### config.mk
export PLATFORM = sky130hd
export DESIGN_NAME = sd_card_init_sequencer
export DESIGN_NICKNAME = d
export VERILOG_FILES = /design/src/rtl/sdi_pkg.sv /design/src/rtl/sdi_csd_decode.sv /design/src/rtl/sdi_ctrl.sv /design/src/rtl/sd_card_init_sequencer.sv
export VERILOG_INCLUDE_DIRS = /design/src /design/src/rtl
export SDC_FILE = /design/constraint.sdc
export NUM_CORES = 1
export LEC_CHECK = 0
export BUFFER_PORTS_ARGS = -buffer_cell sky130_fd_sc_hd__buf_2
export CORE_MARGIN = 4
export CORE_UTILIZATION = 50
export CTS_BUF_LIST = sky130_fd_sc_hd__clkbuf_4
export CTS_CLUSTER_SIZE = 12
export DETAILED_ROUTE_END_ITERATION = 10
export HOLD_SLACK_MARGIN = 0.03
export PLACE_DENSITY = 0.74
export SYNTH_ARGS = -nofsm -noshare
export SYNTH_HDL_FRONTEND = slang
export SYNTH_SLANG_ARGS = --single-unit
export TNS_END_PERCENT = 10
### constraint.sdc
create_clock -name i_clk -period 9.8 [get_ports i_clk]
set_clock_uncertainty 0.05 [all_clocks]
set_input_delay 0.49 -clock i_clk [delete_from_list [all_inputs] [get_ports i_clk]]
set_output_delay 0.49 -clock i_clk [all_outputs]
set_load 0.005 [all_outputs]
### src/rtl/assert_macros.svh
// ----------------------------------------------------------------------------
// assertion macros
// shared concurrent assertion forms, clocked on i_clk
// ----------------------------------------------------------------------------
`ifndef ASSERT_MACROS_SVH
`define ASSERT_MACROS_SVH

// checked only while out of reset
`define ASSERT_RST(lbl, prop, msg) \
    lbl: assert property (@(posedge i_clk) disable iff (!i_rst_n) prop) else $error(msg);

// checked at every edge, reset included
`define ASSERT_ALWAYS(lbl, prop, msg) \
    lbl: assert property (@(posedge i_clk) prop) else $error(msg);

`endif

### src/rtl/sdi_pkg.sv
// ----------------------------------------------------------------------------
// sdi_pkg
// types and constants shared by the sd card init sequencer
// ----------------------------------------------------------------------------
`timescale 1ns / 1ps

package sdi_pkg;

    // request function codes
    localparam logic FUNC_START = 1'b0;
    localparam logic FUNC_DONE  = 1'b1;

    // configuration register indexes
    localparam int   CFG_IDX_W           = 1;
    localparam logic CFG_RESET_REPEATS   = 1'b0;
    localparam logic CFG_READY_TRY_LIMIT = 1'b1;
    localparam int   CFG_DATA_W          = 16;

    // configuration reset values
    localparam logic [3:0]  RESET_REPEATS_DEF   = 4'd5;
    localparam logic [15:0] READY_TRY_LIMIT_DEF = 16'd10000;

    // sd command numbers
    localparam logic [5:0] CMD_GO_IDLE     = 6'd0;
    localparam logic [5:0] CMD_ALL_SEND_ID = 6'd2;
    localparam logic [5:0] CMD_SEND_RCA    = 6'd3;
    localparam logic [5:0] CMD_SELECT      = 6'd7;
    localparam logic [5:0] CMD_SEND_IF     = 6'd8;
    localparam logic [5:0] CMD_SEND_CSD    = 6'd9;
    localparam logic [5:0] CMD_SD_OP_COND  = 6'd41;
    localparam logic [5:0] CMD_APP         = 6'd55;

    // response kinds
    localparam logic [1:0] RK_NONE  = 2'd0;
    localparam logic [1:0] RK_SHORT = 2'd1;
    localparam logic [1:0] RK_NOCRC = 2'd2;
    localparam logic [1:0] RK_LONG  = 2'd3;

    // command arguments and response masks
    localparam logic [31:0] CMD8_ARG     = 32'h0000_01AA;
    localparam logic [7:0]  CMD8_ECHO    = 8'hAA;
    localparam logic [31:0] OCR_ARG_BASE = 32'h8010_0000;
    localparam logic [31:0] OCR_HCS      = 32'h4000_0000;

    localparam int SECT_W = 33;

    typedef struct packed {
        logic        func;
        logic        timed_out;
        logic        crc_failed;
        logic [31:0] resp_word0;
        logic [31:0] resp_word1;
        logic [31:0] resp_word2;
    } t_step;

    typedef struct packed {
        logic              hc;
        logic [SECT_W-1:0] sectors;
    } t_csd_info;

    typedef struct packed {
        logic              issue_cmd;
        logic [5:0]        cmd_index;
        logic [31:0]       cmd_arg;
        logic [1:0]        resp_kind;
        logic              init_done;
        logic              init_ok;
        logic              card_v2;
        logic              card_hc;
        logic [15:0]       card_rca;
        logic [SECT_W-1:0] sector_count;
        logic              clock_divider;
    } t_result;

endpackage

### src/rtl/sdi_csd_decode.sv
// ----------------------------------------------------------------------------
// sdi_csd_decode
// capacity decode of a csd register, v1 and v2 layouts
// ----------------------------------------------------------------------------
`timescale 1ns / 1ps

module sdi_csd_decode
    import sdi_pkg::*;
(
    input  logic [31:0] i_word0,
    input  logic [31:0] i_word1,
    input  logic [31:0] i_word2,
    output t_csd_info   o_csd
);

    logic [3:0]        w_rbl;
    logic [11:0]       w_csize_v1;
    logic [12:0]       w_csize_p1_v1;
    logic [2:0]        w_cmult;
    logic [2:0]        w_bsh;
    logic [3:0]        w_shift;
    logic [21:0]       w_csize_v2;
    logic [22:0]       w_csize_p1_v2;
    logic [SECT_W-1:0] w_sect_v1;
    logic [SECT_W-1:0] w_sect_v2;
    logic              w_hc;

    // v1 layout: (c_size + 1) << (c_size_mult + 2 + read_bl_len - 9)
    assign w_rbl         = i_word1[19:16];
    assign w_csize_v1    = {i_word1[9:0], i_word2[31:30]};
    assign w_csize_p1_v1 = {1'b0, w_csize_v1} + 13'd1;
    assign w_cmult       = {i_word2[17:16], i_word2[15]};
    // block length under 512 bytes adds no shift
    assign w_bsh         = (w_rbl >= 4'd9) ? 3'(w_rbl - 4'd9) : 3'd0;
    assign w_shift       = {1'b0, w_cmult} + 4'd2 + {1'b0, w_bsh};
    assign w_sect_v1     = {20'd0, w_csize_p1_v1} << w_shift;

    // v2 layout: (c_size + 1) * 1024
    assign w_csize_v2    = {i_word1[5:0], i_word2[31:16]};
    assign w_csize_p1_v2 = {1'b0, w_csize_v2} + 23'd1;
    assign w_sect_v2     = {w_csize_p1_v2, 10'd0};

    // any nonzero structure code takes the v2 layout
    assign w_hc = (i_word0[31:30] != 2'b00);

    assign o_csd.hc      = w_hc;
    assign o_csd.sectors = w_hc ? w_sect_v2 : w_sect_v1;

endmodule

### src/rtl/sdi_ctrl.sv
// ----------------------------------------------------------------------------
// sdi_ctrl
// bring-up phase machine and recorded card facts
// ----------------------------------------------------------------------------
`timescale 1ns / 1ps

module sdi_ctrl
    import sdi_pkg::*;
(
    input  logic        i_clk,
    input  logic        i_rst_n,
    input  logic        i_adv,
    input  t_step       i_step,
    input  logic [3:0]  i_reset_repeats,
    input  logic [15:0] i_ready_try_limit,
    input  t_csd_info   i_csd,
    output t_result     o_result
);

`include "assert_macros.svh"

    typedef enum logic [3:0] {
        PH_IDLE,
        PH_CMD0,
        PH_CMD8,
        PH_CMD55,
        PH_ACMD41,
        PH_CMD2,
        PH_CMD3,
        PH_CMD9,
        PH_CMD7,
        PH_OK,
        PH_FAIL
    } t_phase;

    t_phase            r_phase,     n_phase;
    logic [15:0]       r_try_count, n_try_count;
    logic              r_v2,        n_v2;
    logic              r_ocr_hc,    n_ocr_hc;
    logic              r_csd_hc,    n_csd_hc;
    logic [15:0]       r_rca,       n_rca;
    logic [SECT_W-1:0] r_sectors,   n_sectors;

    logic        w_issue;
    logic [5:0]  w_idx;
    logic [31:0] w_arg;
    logic [1:0]  w_kind;
    logic        w_bad;
    logic [31:0] w_r0;
    logic [15:0] w_try_inc;

    assign w_bad     = i_step.timed_out | i_step.crc_failed;
    assign w_r0      = i_step.resp_word0;
    assign w_try_inc = r_try_count + 16'd1;

    always_comb begin
        n_phase     = r_phase;
        n_try_count = r_try_count;
        n_v2        = r_v2;
        n_ocr_hc    = r_ocr_hc;
        n_csd_hc    = r_csd_hc;
        n_rca       = r_rca;
        n_sectors   = r_sectors;
        w_issue     = 1'b0;
        w_idx       = CMD_GO_IDLE;
        w_arg       = 32'd0;
        w_kind      = RK_NONE;
        if (i_step.func == FUNC_START) begin
            n_v2        = 1'b0;
            n_ocr_hc    = 1'b0;
            n_csd_hc    = 1'b0;
            n_rca       = 16'd0;
            n_sectors   = '0;
            n_try_count = 16'd1;
            n_phase     = PH_CMD0;
            w_issue     = 1'b1;
        end else begin
            unique case (r_phase)
                PH_CMD0: begin
                    if (r_try_count < {12'd0, i_reset_repeats}) begin
                        n_try_count = w_try_inc;
                        w_issue     = 1'b1;
                    end else if (i_step.timed_out) begin
                        n_phase = PH_FAIL;
                    end else begin
                        n_phase = PH_CMD8;
                        w_issue = 1'b1;
                        w_idx   = CMD_SEND_IF;
                        w_arg   = CMD8_ARG;
                        w_kind  = RK_SHORT;
                    end
                end
                PH_CMD8: begin
                    n_v2 = !w_bad && (w_r0[7:0] == CMD8_ECHO) && (w_r0[14:9] == 6'd0);
                    n_try_count = 16'd0;
                    n_phase     = PH_CMD55;
                    w_issue     = 1'b1;
                    w_idx       = CMD_APP;
                    w_kind      = RK_SHORT;
                end
                PH_CMD55: begin
                    n_phase = PH_ACMD41;
                    w_issue = 1'b1;
                    w_idx   = CMD_SD_OP_COND;
                    w_arg   = OCR_ARG_BASE | (r_v2 ? OCR_HCS : 32'd0);
                    w_kind  = RK_NOCRC;
                end
                PH_ACMD41: begin
                    n_try_count = w_try_inc;
                    w_issue     = 1'b1;
                    if ((!i_step.timed_out && w_r0[31]) ||
                        (w_try_inc >= i_ready_try_limit)) begin
                        n_ocr_hc = r_v2 && w_r0[30];
                        n_phase  = PH_CMD2;
                        w_idx    = CMD_ALL_SEND_ID;
                        w_kind   = RK_LONG;
                    end else begin
                        n_phase = PH_CMD55;
                        w_idx   = CMD_APP;
                        w_kind  = RK_SHORT;
                    end
                end
                PH_CMD2: begin
                    if (w_bad) begin
                        n_phase = PH_FAIL;
                    end else begin
                        n_phase = PH_CMD3;
                        w_issue = 1'b1;
                        w_idx   = CMD_SEND_RCA;
                        w_kind  = RK_SHORT;
                    end
                end
                PH_CMD3: begin
                    if (w_bad) begin
                        n_phase = PH_FAIL;
                    end else begin
                        n_rca   = w_r0[31:16];
                        n_phase = PH_CMD9;
                        w_issue = 1'b1;
                        w_idx   = CMD_SEND_CSD;
                        w_arg   = {w_r0[31:16], 16'd0};
                        w_kind  = RK_LONG;
                    end
                end
                PH_CMD9: begin
                    if (w_bad) begin
                        n_phase = PH_FAIL;
                    end else begin
                        n_csd_hc  = i_csd.hc;
                        n_sectors = i_csd.sectors;
                        n_phase   = PH_CMD7;
                        w_issue   = 1'b1;
                        w_idx     = CMD_SELECT;
                        w_arg     = {r_rca, 16'd0};
                        w_kind    = RK_SHORT;
                    end
                end
                PH_CMD7: begin
                    n_phase = w_bad ? PH_FAIL : PH_OK;
                end
                PH_IDLE, PH_OK, PH_FAIL: begin
                    // finished requests are dropped here
                end
                default: begin
                end
            endcase
        end
    end

    always_ff @(posedge i_clk) begin
        if (!i_rst_n) begin
            r_phase     <= PH_IDLE;
            r_try_count <= 16'd0;
            r_v2        <= 1'b0;
            r_ocr_hc    <= 1'b0;
            r_csd_hc    <= 1'b0;
            r_rca       <= 16'd0;
            r_sectors   <= '0;
        end else if (i_adv) begin
            r_phase     <= n_phase;
            r_try_count <= n_try_count;
            r_v2        <= n_v2;
            r_ocr_hc    <= n_ocr_hc;
            r_csd_hc    <= n_csd_hc;
            r_rca       <= n_rca;
            r_sectors   <= n_sectors;
        end
    end

    assign o_result.issue_cmd     = w_issue;
    assign o_result.cmd_index     = w_idx;
    assign o_result.cmd_arg       = w_arg;
    assign o_result.resp_kind     = w_kind;
    assign o_result.init_done     = (n_phase == PH_OK) || (n_phase == PH_FAIL);
    assign o_result.init_ok       = (n_phase == PH_OK);
    assign o_result.card_v2       = n_v2;
    assign o_result.card_hc       = n_csd_hc;
    assign o_result.card_rca      = n_rca;
    assign o_result.sector_count  = n_sectors;
    assign o_result.clock_divider = !(n_v2 && n_ocr_hc);

    `ASSERT_RST(a_start_goes_cmd0, i_adv && (i_step.func == FUNC_START) |=> (r_phase == PH_CMD0), "start request did not enter the reset phase")
    `ASSERT_ALWAYS(a_ok_implies_done, o_result.init_ok |-> o_result.init_done, "success flagged without sequence end")
    `ASSERT_RST(a_idle_no_issue, i_adv && (i_step.func == FUNC_DONE) && (r_phase == PH_IDLE) |-> !o_result.issue_cmd, "command issued from idle")

endmodule

### src/rtl/sd_card_init_sequencer.sv
// ----------------------------------------------------------------------------
// sd_card_init_sequencer
// path: a request is held in the input register, then enters the result register
// when it advances, which it does only while the result register is free or draining
// throughput: one request per cycle while the result channel keeps up, set by the
// single next-state pass between the input register and the result register
// reset: synchronous active low; phase idle, card facts cleared, config defaults
// ----------------------------------------------------------------------------
`timescale 1ns / 1ps

module sd_card_init_sequencer
    import sdi_pkg::*;
(
    input  logic                  i_clk,
    input  logic                  i_rst_n,
    // configuration write port
    input  logic                  i_cfg_we,
    input  logic [CFG_IDX_W-1:0]  i_cfg_index,
    input  logic [CFG_DATA_W-1:0] i_cfg_data,
    // request channel
    input  logic                  i_in_valid,
    output logic                  o_in_ready,
    input  logic                  i_func,
    input  logic                  i_timed_out,
    input  logic                  i_crc_failed,
    input  logic [31:0]           i_resp_word0,
    input  logic [31:0]           i_resp_word1,
    input  logic [31:0]           i_resp_word2,
    input  logic [31:0]           i_resp_word3,
    // result channel
    output logic                  o_out_valid,
    input  logic                  i_out_ready,
    output logic                  o_issue_cmd,
    output logic [5:0]            o_cmd_index,
    output logic [31:0]           o_cmd_arg,
    output logic [1:0]            o_resp_kind,
    output logic                  o_init_done,
    output logic                  o_init_ok,
    output logic                  o_card_v2,
    output logic                  o_card_hc,
    output logic [15:0]           o_card_rca,
    output logic [SECT_W-1:0]     o_sector_count,
    output logic                  o_clock_divider
);

`include "assert_macros.svh"

    // configuration registers
    logic [3:0]  r_reset_repeats;
    logic [15:0] r_ready_try_limit;

    // input register: one request waiting for the decision pass
    logic  r_in_valid;
    t_step r_in;

    // result register
    logic    r_out_valid;
    t_result r_out;

    logic      w_adv;
    t_csd_info w_csd;
    t_result   w_result;

    // the held request moves on whenever the result register is free
    // or is being emptied in the same cycle
    assign w_adv      = r_in_valid && (!r_out_valid || i_out_ready);
    assign o_in_ready = !r_in_valid || w_adv;

    always_ff @(posedge i_clk) begin
        if (!i_rst_n) begin
            r_reset_repeats   <= RESET_REPEATS_DEF;
            r_ready_try_limit <= READY_TRY_LIMIT_DEF;
        end else if (i_cfg_we) begin
            unique case (i_cfg_index)
                CFG_RESET_REPEATS:   r_reset_repeats   <= i_cfg_data[3:0];
                CFG_READY_TRY_LIMIT: r_ready_try_limit <= i_cfg_data[15:0];
                default: begin
                end
            endcase
        end
    end

    // request capture; the fourth response word holds no field used here
    always_ff @(posedge i_clk) begin
        if (!i_rst_n) begin
            r_in_valid <= 1'b0;
        end else if (o_in_ready) begin
            r_in_valid <= i_in_valid;
        end
    end

    always_ff @(posedge i_clk) begin
        if (o_in_ready && i_in_valid) begin
            r_in.func       <= i_func;
            r_in.timed_out  <= i_timed_out;
            r_in.crc_failed <= i_crc_failed;
            r_in.resp_word0 <= i_resp_word0;
            r_in.resp_word1 <= i_resp_word1;
            r_in.resp_word2 <= i_resp_word2;
        end
    end

    // csd capacity decode of the held request
    sdi_csd_decode u_csd (
        .i_word0 (r_in.resp_word0),
        .i_word1 (r_in.resp_word1),
        .i_word2 (r_in.resp_word2),
        .o_csd   (w_csd)
    );

    // phase machine; its state commits only when the request advances
    sdi_ctrl u_ctrl (
        .i_clk             (i_clk),
        .i_rst_n           (i_rst_n),
        .i_adv             (w_adv),
        .i_step            (r_in),
        .i_reset_repeats   (r_reset_repeats),
        .i_ready_try_limit (r_ready_try_limit),
        .i_csd             (w_csd),
        .o_result          (w_result)
    );

    // result register: loads on advance, drains on downstream ready
    always_ff @(posedge i_clk) begin
        if (!i_rst_n) begin
            r_out_valid <= 1'b0;
        end else if (w_adv) begin
            r_out_valid <= 1'b1;
        end else if (i_out_ready) begin
            r_out_valid <= 1'b0;
        end
    end

    always_ff @(posedge i_clk) begin
        if (w_adv) begin
            r_out <= w_result;
        end
    end

    assign o_out_valid     = r_out_valid;
    assign o_issue_cmd     = r_out.issue_cmd;
    assign o_cmd_index     = r_out.cmd_index;
    assign o_cmd_arg       = r_out.cmd_arg;
    assign o_resp_kind     = r_out.resp_kind;
    assign o_init_done     = r_out.init_done;
    assign o_init_ok       = r_out.init_ok;
    assign o_card_v2       = r_out.card_v2;
    assign o_card_hc       = r_out.card_hc;
    assign o_card_rca      = r_out.card_rca;
    assign o_sector_count  = r_out.sector_count;
    assign o_clock_divider = r_out.clock_divider;

    `ASSERT_RST(a_adv_fills_result, w_adv |=> r_out_valid, "advanced request left no result")
    `ASSERT_RST(a_held_request_kept, r_in_valid && !w_adv |=> r_in_valid, "held request dropped without advancing")

endmodule

; Word-level counts from Yosys, hierarchy flattened
; Cells that the tools add are included.
[word_totals]
wordCells = 131
out_inout_bits = 97
ff_bits = 276
input_bits = 153
[classes]
reduce_logical = 25
order_cmp = 3
n_eq_ne = 13
shift = 1
muxes = 53
bitwise_logic = 2
addsub = 6
[op_table]
columns = op, count
row1 = 33-bit 2-to-1 mux, 4
row2 = 32-bit one-hot mux with 4 select lines, 1
row3 = 32-bit 2-to-1 mux, 3
row4 = 16-bit 2-to-1 mux, 5
row5 = 16-bit one-hot mux with 3 select lines, 1
row6 = 6-bit one-hot mux with 7 select lines, 1
row7 = 13-bit by 4-bit left shift with 33-bit output, 1
row8 = 4-bit one-hot mux with 8 select lines, 1
row9 = 31-bit 2-to-1 mux, 1
row10 = 4-bit 2-to-1 mux, 7
row11 = 22-bit by 1-bit adder with 23-bit output (second input constant), 1
row12 = 16-bit by 1-bit adder with 16-bit output (second input constant), 1
row13 = 4-bit by 3-bit equality test with 1-bit output (second input constant), 4
row14 = 16-bit >= comparator, 1
row15 = 16-bit by 4-bit less-than comparator with 1-bit output, 1
row16 = 1-bit 2-to-1 mux, 15
row17 = 12-bit by 1-bit adder with 13-bit output (second input constant), 1
row18 = 4-bit equality test (second input constant), 3
row19 = 2-bit 2-to-1 mux, 6
row20 = 6-bit 2-to-1 mux, 2
row21 = 2-bit one-hot mux with 6 select lines, 1
row22 = 3-bit 2-to-1 mux, 3
row23 = 9-bit 2-to-1 mux, 1
row24 = 4-bit by 2-bit equality test with 1-bit output (second input constant), 2
row25 = 20 further kinds, 36

; Logic depth before layout (Yosys ltp)
[depth]
word_depth = 8
ltp_mapped = 18
depth_no_buf = 17

; By module
; A second synthesis with hierarchy kept.
[hier_totals]
hier_cells = 1315
hier_area_um2 = 13945.9
[by_module_without_submodules]
columns = module, n_inst, area_per_inst_um2, cells_each, seq_area_each_um2
row1 = sd_card_init_sequencer, 1, 6774.0, 294, 6266.0
row2 = sdi_ctrl, 1, 5106.1, 710, 1441.4
row3 = sdi_csd_decode, 1, 2065.7, 311, 0.0

; Least setup slack after synthesis
; OpenSTA, ideal clock, no wires.
[synth_path]
path_kind = input port to flip-flop
from = input i_out_ready
to = register r_out, in the netlist o_card_hc, enable pin
arrival_ns = 3.310
path_buffers = 2
slack_ns = 5.965
path_stages = 5
required_ns = 9.275
setup_ns = 0.475
path_cell_list = nor2b_1 -> nand2b_1 -> clkbuf_1 -> inv_1 -> clkbuf_1
[synth_between]
elab_chain_len = 2
[synth_lines]
columns = element, line
row1 = start: declaration, sd_card_init_sequencer.sv:32  ; input logic i_out_ready,
row2 = 1-bit logical OR, sd_card_init_sequencer.sv:66  ; assign w_adv = r_in_valid && (!r_out_valid || i_out_ready);
row3 = 1-bit logical AND, sd_card_init_sequencer.sv:66
row4 = via u_ctrl.i_adv, sdi_ctrl.sv:12  ; input logic i_adv,
row5 = end signal: assignment, sd_card_init_sequencer.sv:136  ; r_out <= w_result;
row6 = end: declaration, sd_card_init_sequencer.sv:58  ; t_result r_out;
; The timed path passes the listed nets, and every way through them passes these cells.
; A chain may end at the register's enable or synchronous reset.

; Final worst setup path
[layout_path]
from = register r_in[48] in the netlist's numbering
to = register r_out, in the netlist o_sector_count[13] (data pin)
[layout_between]
elab_chain_len = 8
elab_cells_between_ends = 9
classes_between = add/sub (2) / order compare (1) / shift (1) / mux (5)
[layout_lines]
columns = element, line
row1 = start: declaration, sd_card_init_sequencer.sv:54  ; t_step r_in;
row2 = 4-bit >= comparator or 3-bit by 1-bit subtractor with 3-bit output (tied branches), sdi_csd_decode.sv:34  ; assign w_bsh = (w_rbl >= 4'd9) ? 3'(w_rbl - 4'd9) : 3'd0;
row3 = 3-bit 2-to-1 mux *, sdi_csd_decode.sv:34
row4 = 4-bit by 3-bit adder with 4-bit output *, sdi_csd_decode.sv:35  ; assign w_shift = {1'b0, w_cmult} + 4'd2 + {1'b0, w_bsh};
row5 = 13-bit by 4-bit left shift with 33-bit output *, sdi_csd_decode.sv:36  ; assign w_sect_v1 = {20'd0, w_csize_p1_v1} << w_shift;
row6 = 33-bit 2-to-1 mux *, sdi_csd_decode.sv:47  ; assign o_csd.sectors = w_hc ? w_sect_v2 : w_sect_v1;
row7 = 33-bit 2-to-1 mux *, sdi_ctrl.sv:146  ; if (w_bad) begin
row8 = 33-bit 2-to-1 mux *, sdi_ctrl.sv:78  ; unique case (r_phase)
row9 = 33-bit 2-to-1 mux *, sdi_ctrl.sv:68  ; if (i_step.func == FUNC_START) begin
row10 = via u_ctrl.n_sectors[13], sdi_ctrl.sv:42  ; logic [SECT_W-1:0] r_sectors, n_sectors;
; The timed path passes the listed nets; every way through them passes the cells marked *.

==> impl_results.md <==
* Status: completed
* Die Wd at ~160 µm
* Crit-path leading delay family: simple AND/OR/NAND/NOR gates
* Initial Utilization at 0.511
* Post-CTS resize count at 0
* Cell-internal power at approximately 0.0017 W
* Hold_sp: i_out_ready
* Aggregate global-route resource usage at 0.239
* Critical path, cell by cell: inv_1, ha_1, nand2_1, nand2_1, or2_2, ha_1, inv_1, ha_1, clkinv_1, nor2_1, o211ai_1, o221ai_1, o22ai_1, nor3_1, a22o_1
* Hold_ws at about 170 ps
* Number of synthesized register bits at around 240
* H-tree depth at 3
* Clock transition at path regs at ~60 ps
* RSZ-0062 raised after global routing: no
* Port buffer count at roughly 170
* Initial antenna violation count at 1
* FF-to-FF setup slack at 5460 ps
* Layout cell share with drive strength beyond 1 at 0.201
* Non-Filler Instances at approximately 1900
* Async set-reset flop share out of synthesis at 0
* Slew margin rel. at 0.207
* Pwr Density at 161 mW/mm²
* CTS buffer count at 67
* Slowest CP cell: ha_1
* CTS root buf: clkbuf_4
* Leakage at approximately 5.7 nW
* Final HPWL DP at 20800 µm
* Number of max-cap violations at 0
* Bufs and invs on worst path at 3
* Cells after DPL at 1658
* Worst r2r src: r_in[48]
* WL final at 32500 µm
* Area Overhead vs Synth at 22.4%
* Clk sinks at roughly 240
* Worst min path class: input port to flip-flop
* Post-route setup TNS at 0 ps
* Largest net degree at the start of global routing at 75
* Number of placement rows at 56
* CP Data Arrival Time at ~4800 ps
* Post-synthesis cell count at 1233
* Vias at a little over 10000
* Number of global-route vias before repair at a little under 10000
* Crit path capture type: flip-flop
* Final nets at approximately 1700
* Clock Power Share at 0.410
* Clk_lat worst skew at between 700 and 800 ps
* Final hold viol count at 0
* Fin. max-slew vios at 0
* Most frequent cells in the layout: nand2_1, buf_2, edfxtp_1
* Worst slew pin tran at ~1200 ps
* CTS tree: yes
* Detailed Routing Iterations Pass 1 at 6
* 1st-iter DRT viols at 1086
* Top FF cell, synth: edfxtp_1
* Fin crit share at 0.443
* Most common cell after layout, fill and taps aside: nand2_1
* Sw Share at 0.265
* Worst setup margin at 5460 ps
* Max stage delay on crit path at around 650 ps
* Yosys Warn Count at 0
* Number of flops mapped to enable cells by yosys at between 100 and 150
* Setup Fix Bufs, Post-CTS at 0
* DR vias/cell at 5.53
* Global-route wire length before repair at approximately 50000 µm
* Wire per inst at 17.4 µm
* Switching pwr at between 0.0006 and 0.0007 W
* Sequential Power Share at 0.471
* Final Critical Period at around 4300 ps
* CP dominant cell by count: ha_1
* Req. time, crit path at 10280 ps
* # IOs at 250
* Post-synthesis sequential area ratio at 0.516
* Syn_area_per_cell at around 10 µm²
* Total power at between 0.002 and 0.0025 W
* Antenna Nets Post-Route at 0
* Dpl ws at between 5000 and 6000 ps
* Synthesized cell area at around 0.012 mm²
* Total congestion overflow at 0
* Core ar. at roughly 0.024 mm²
* Placer Congestion at ~0.91
* CTS Buffer Depth at 3
* Combinational group share of total power at 0.119
* Final setup violation count at 0
* Fmax at roughly 230 MHz
* Die height at about 160 µm
* Post-synth cell types at a little under 80
* Critical path class: flip-flop to flip-flop
* Die area at between 0.02 and 0.03 mm²
* Worst-path fanout max at 16
* Worst setup SP type: flip-flop
* Crit path from: r_in[48]
* Peak VDD IR at roughly 100 µV
* Residual DRC at 0
[power groups by stage]
stage | logic [W] | registers (W) | clock network (W)
finish | 0.000283 | 0.00112 | 0.000974
global route | 0.000307 | 0.00112 | 0.00105
CTS | 0.000275 | 0.00112 | 0.000997
detailed placement | 0.000249 | 0.00114 | 0
global placement | 0.000248 | 0.00114 | 0
floorplan | 0.000172 | 0.00113 | 0
[cell usage after synthesis, drive strengths merged (5+ instances only)]
cell / n / area, µm²
ha: 28 / 350
or2: 5 / 31.3
a211oi: 5 / 37.5
o211ai: 12 / 90.1
nand3: 32 / 173
xnor2: 22 / 193
a21boi: 47 / 353
o21ai: 58 / 290
a32oi: 5 / 43.8
edfxtp: 144 / 4320
a32o: 5 / 50.1
a22o: 15 / 133
dfxtp: 94 / 1880
nor4: 6 / 37.5
and3: 16 / 101
nand4: 12 / 81.3
a21o: 6 / 45.0
a31oi: 11 / 68.8
and2: 25 / 156
inv: 36 / 135
buf: 41 / 282
nand2: 207 / 777
o21a: 8 / 60.1
clkbuf: 46 / 173
nand2b: 11 / 68.8
nor2: 89 / 350
xor2: 18 / 158
or3: 8 / 50.1
nor2b: 16 / 100
nand3b: 10 / 75.1
and4: 8 / 70.1
a21oi: 81 / 409
o31ai: 13 / 97.6
nor3: 23 / 120
o221ai: 5 / 50.0
a22oi: 15 / 113
[tightest hold or removal path, cell delays in order]
cell	delay (ps)
buf_2	90
nor2b_1	80
o21a_1	190
[layout make-up]
type                       count  area [µm²]
antenna                        1        2.50
clock buffer                  91         683
clock inverter                31         236
fill                        1974        8830
inverter                      37         141
multi-input combinational    881        5270
sequential                   238        6210
tap                          319         399
timing repair buffer         266        1780
[sequential cells by signal, summed over array words and instances, names as in the netlist, 2 cells and up]
name	flops
r_in	64
o_sector_count	33
u_ctrl.r_sectors	33
o_cmd_arg	17
o_card_rca	16
r_ready_try_limit	16
u_ctrl.r_rca	16
u_ctrl.r_try_count	16
o_cmd_index	6
r_reset_repeats	4
u_ctrl.r_phase	4
o_resp_kind	2
[layer usage]
metal	track usage	up-vias	routed length, µm
met4	0.0709	0	639
met1	0.324	4825	14000
met2	0.379	446	15100
li1	-	4981	-
met5	0	-	0
met3	0.0636	60	2650
[what timing repair did]
| item | 4_1_cts | 5_1_grt |
|---|---|---|
| setup endpoints to repair | 0 | 0 |
| hold buffers | 83 | 0 |
| endpoints found under the hold margin | 84 | 0 |
[stage by stage]
step	instance area, µm²	utilization
floorplan	12100	-
global route	14700	0.625
detailed placement	13000	0.550
finish	14700	0.625
global placement	13000	0.550
CTS	14700	0.625
[cells by family (layout without fill, tap and decap cells)]
family,after synthesis,in the layout,share of synthesized area
XOR/XNOR,40,40,0.0291
buffers and inverters,124,425,0.0493
flip-flops,238,238,0.516
AND/OR/NAND/NOR,473,473,0.186
other,1,12,0.000312
AO/OA/AOI/OAI,318,318,0.176
multiplexers,9,9,0.0109
adder cells (fa/ha/maj),30,30,0.0316
[worst paths after layout]
path,end,cells after the start
max,o_sector_count[13],15
min,o_out_valid,3
max reg2reg,o_sector_count[13],15
min reg2reg,u_ctrl.r_sectors[25],2
Power figures use the tool's default switching activity.
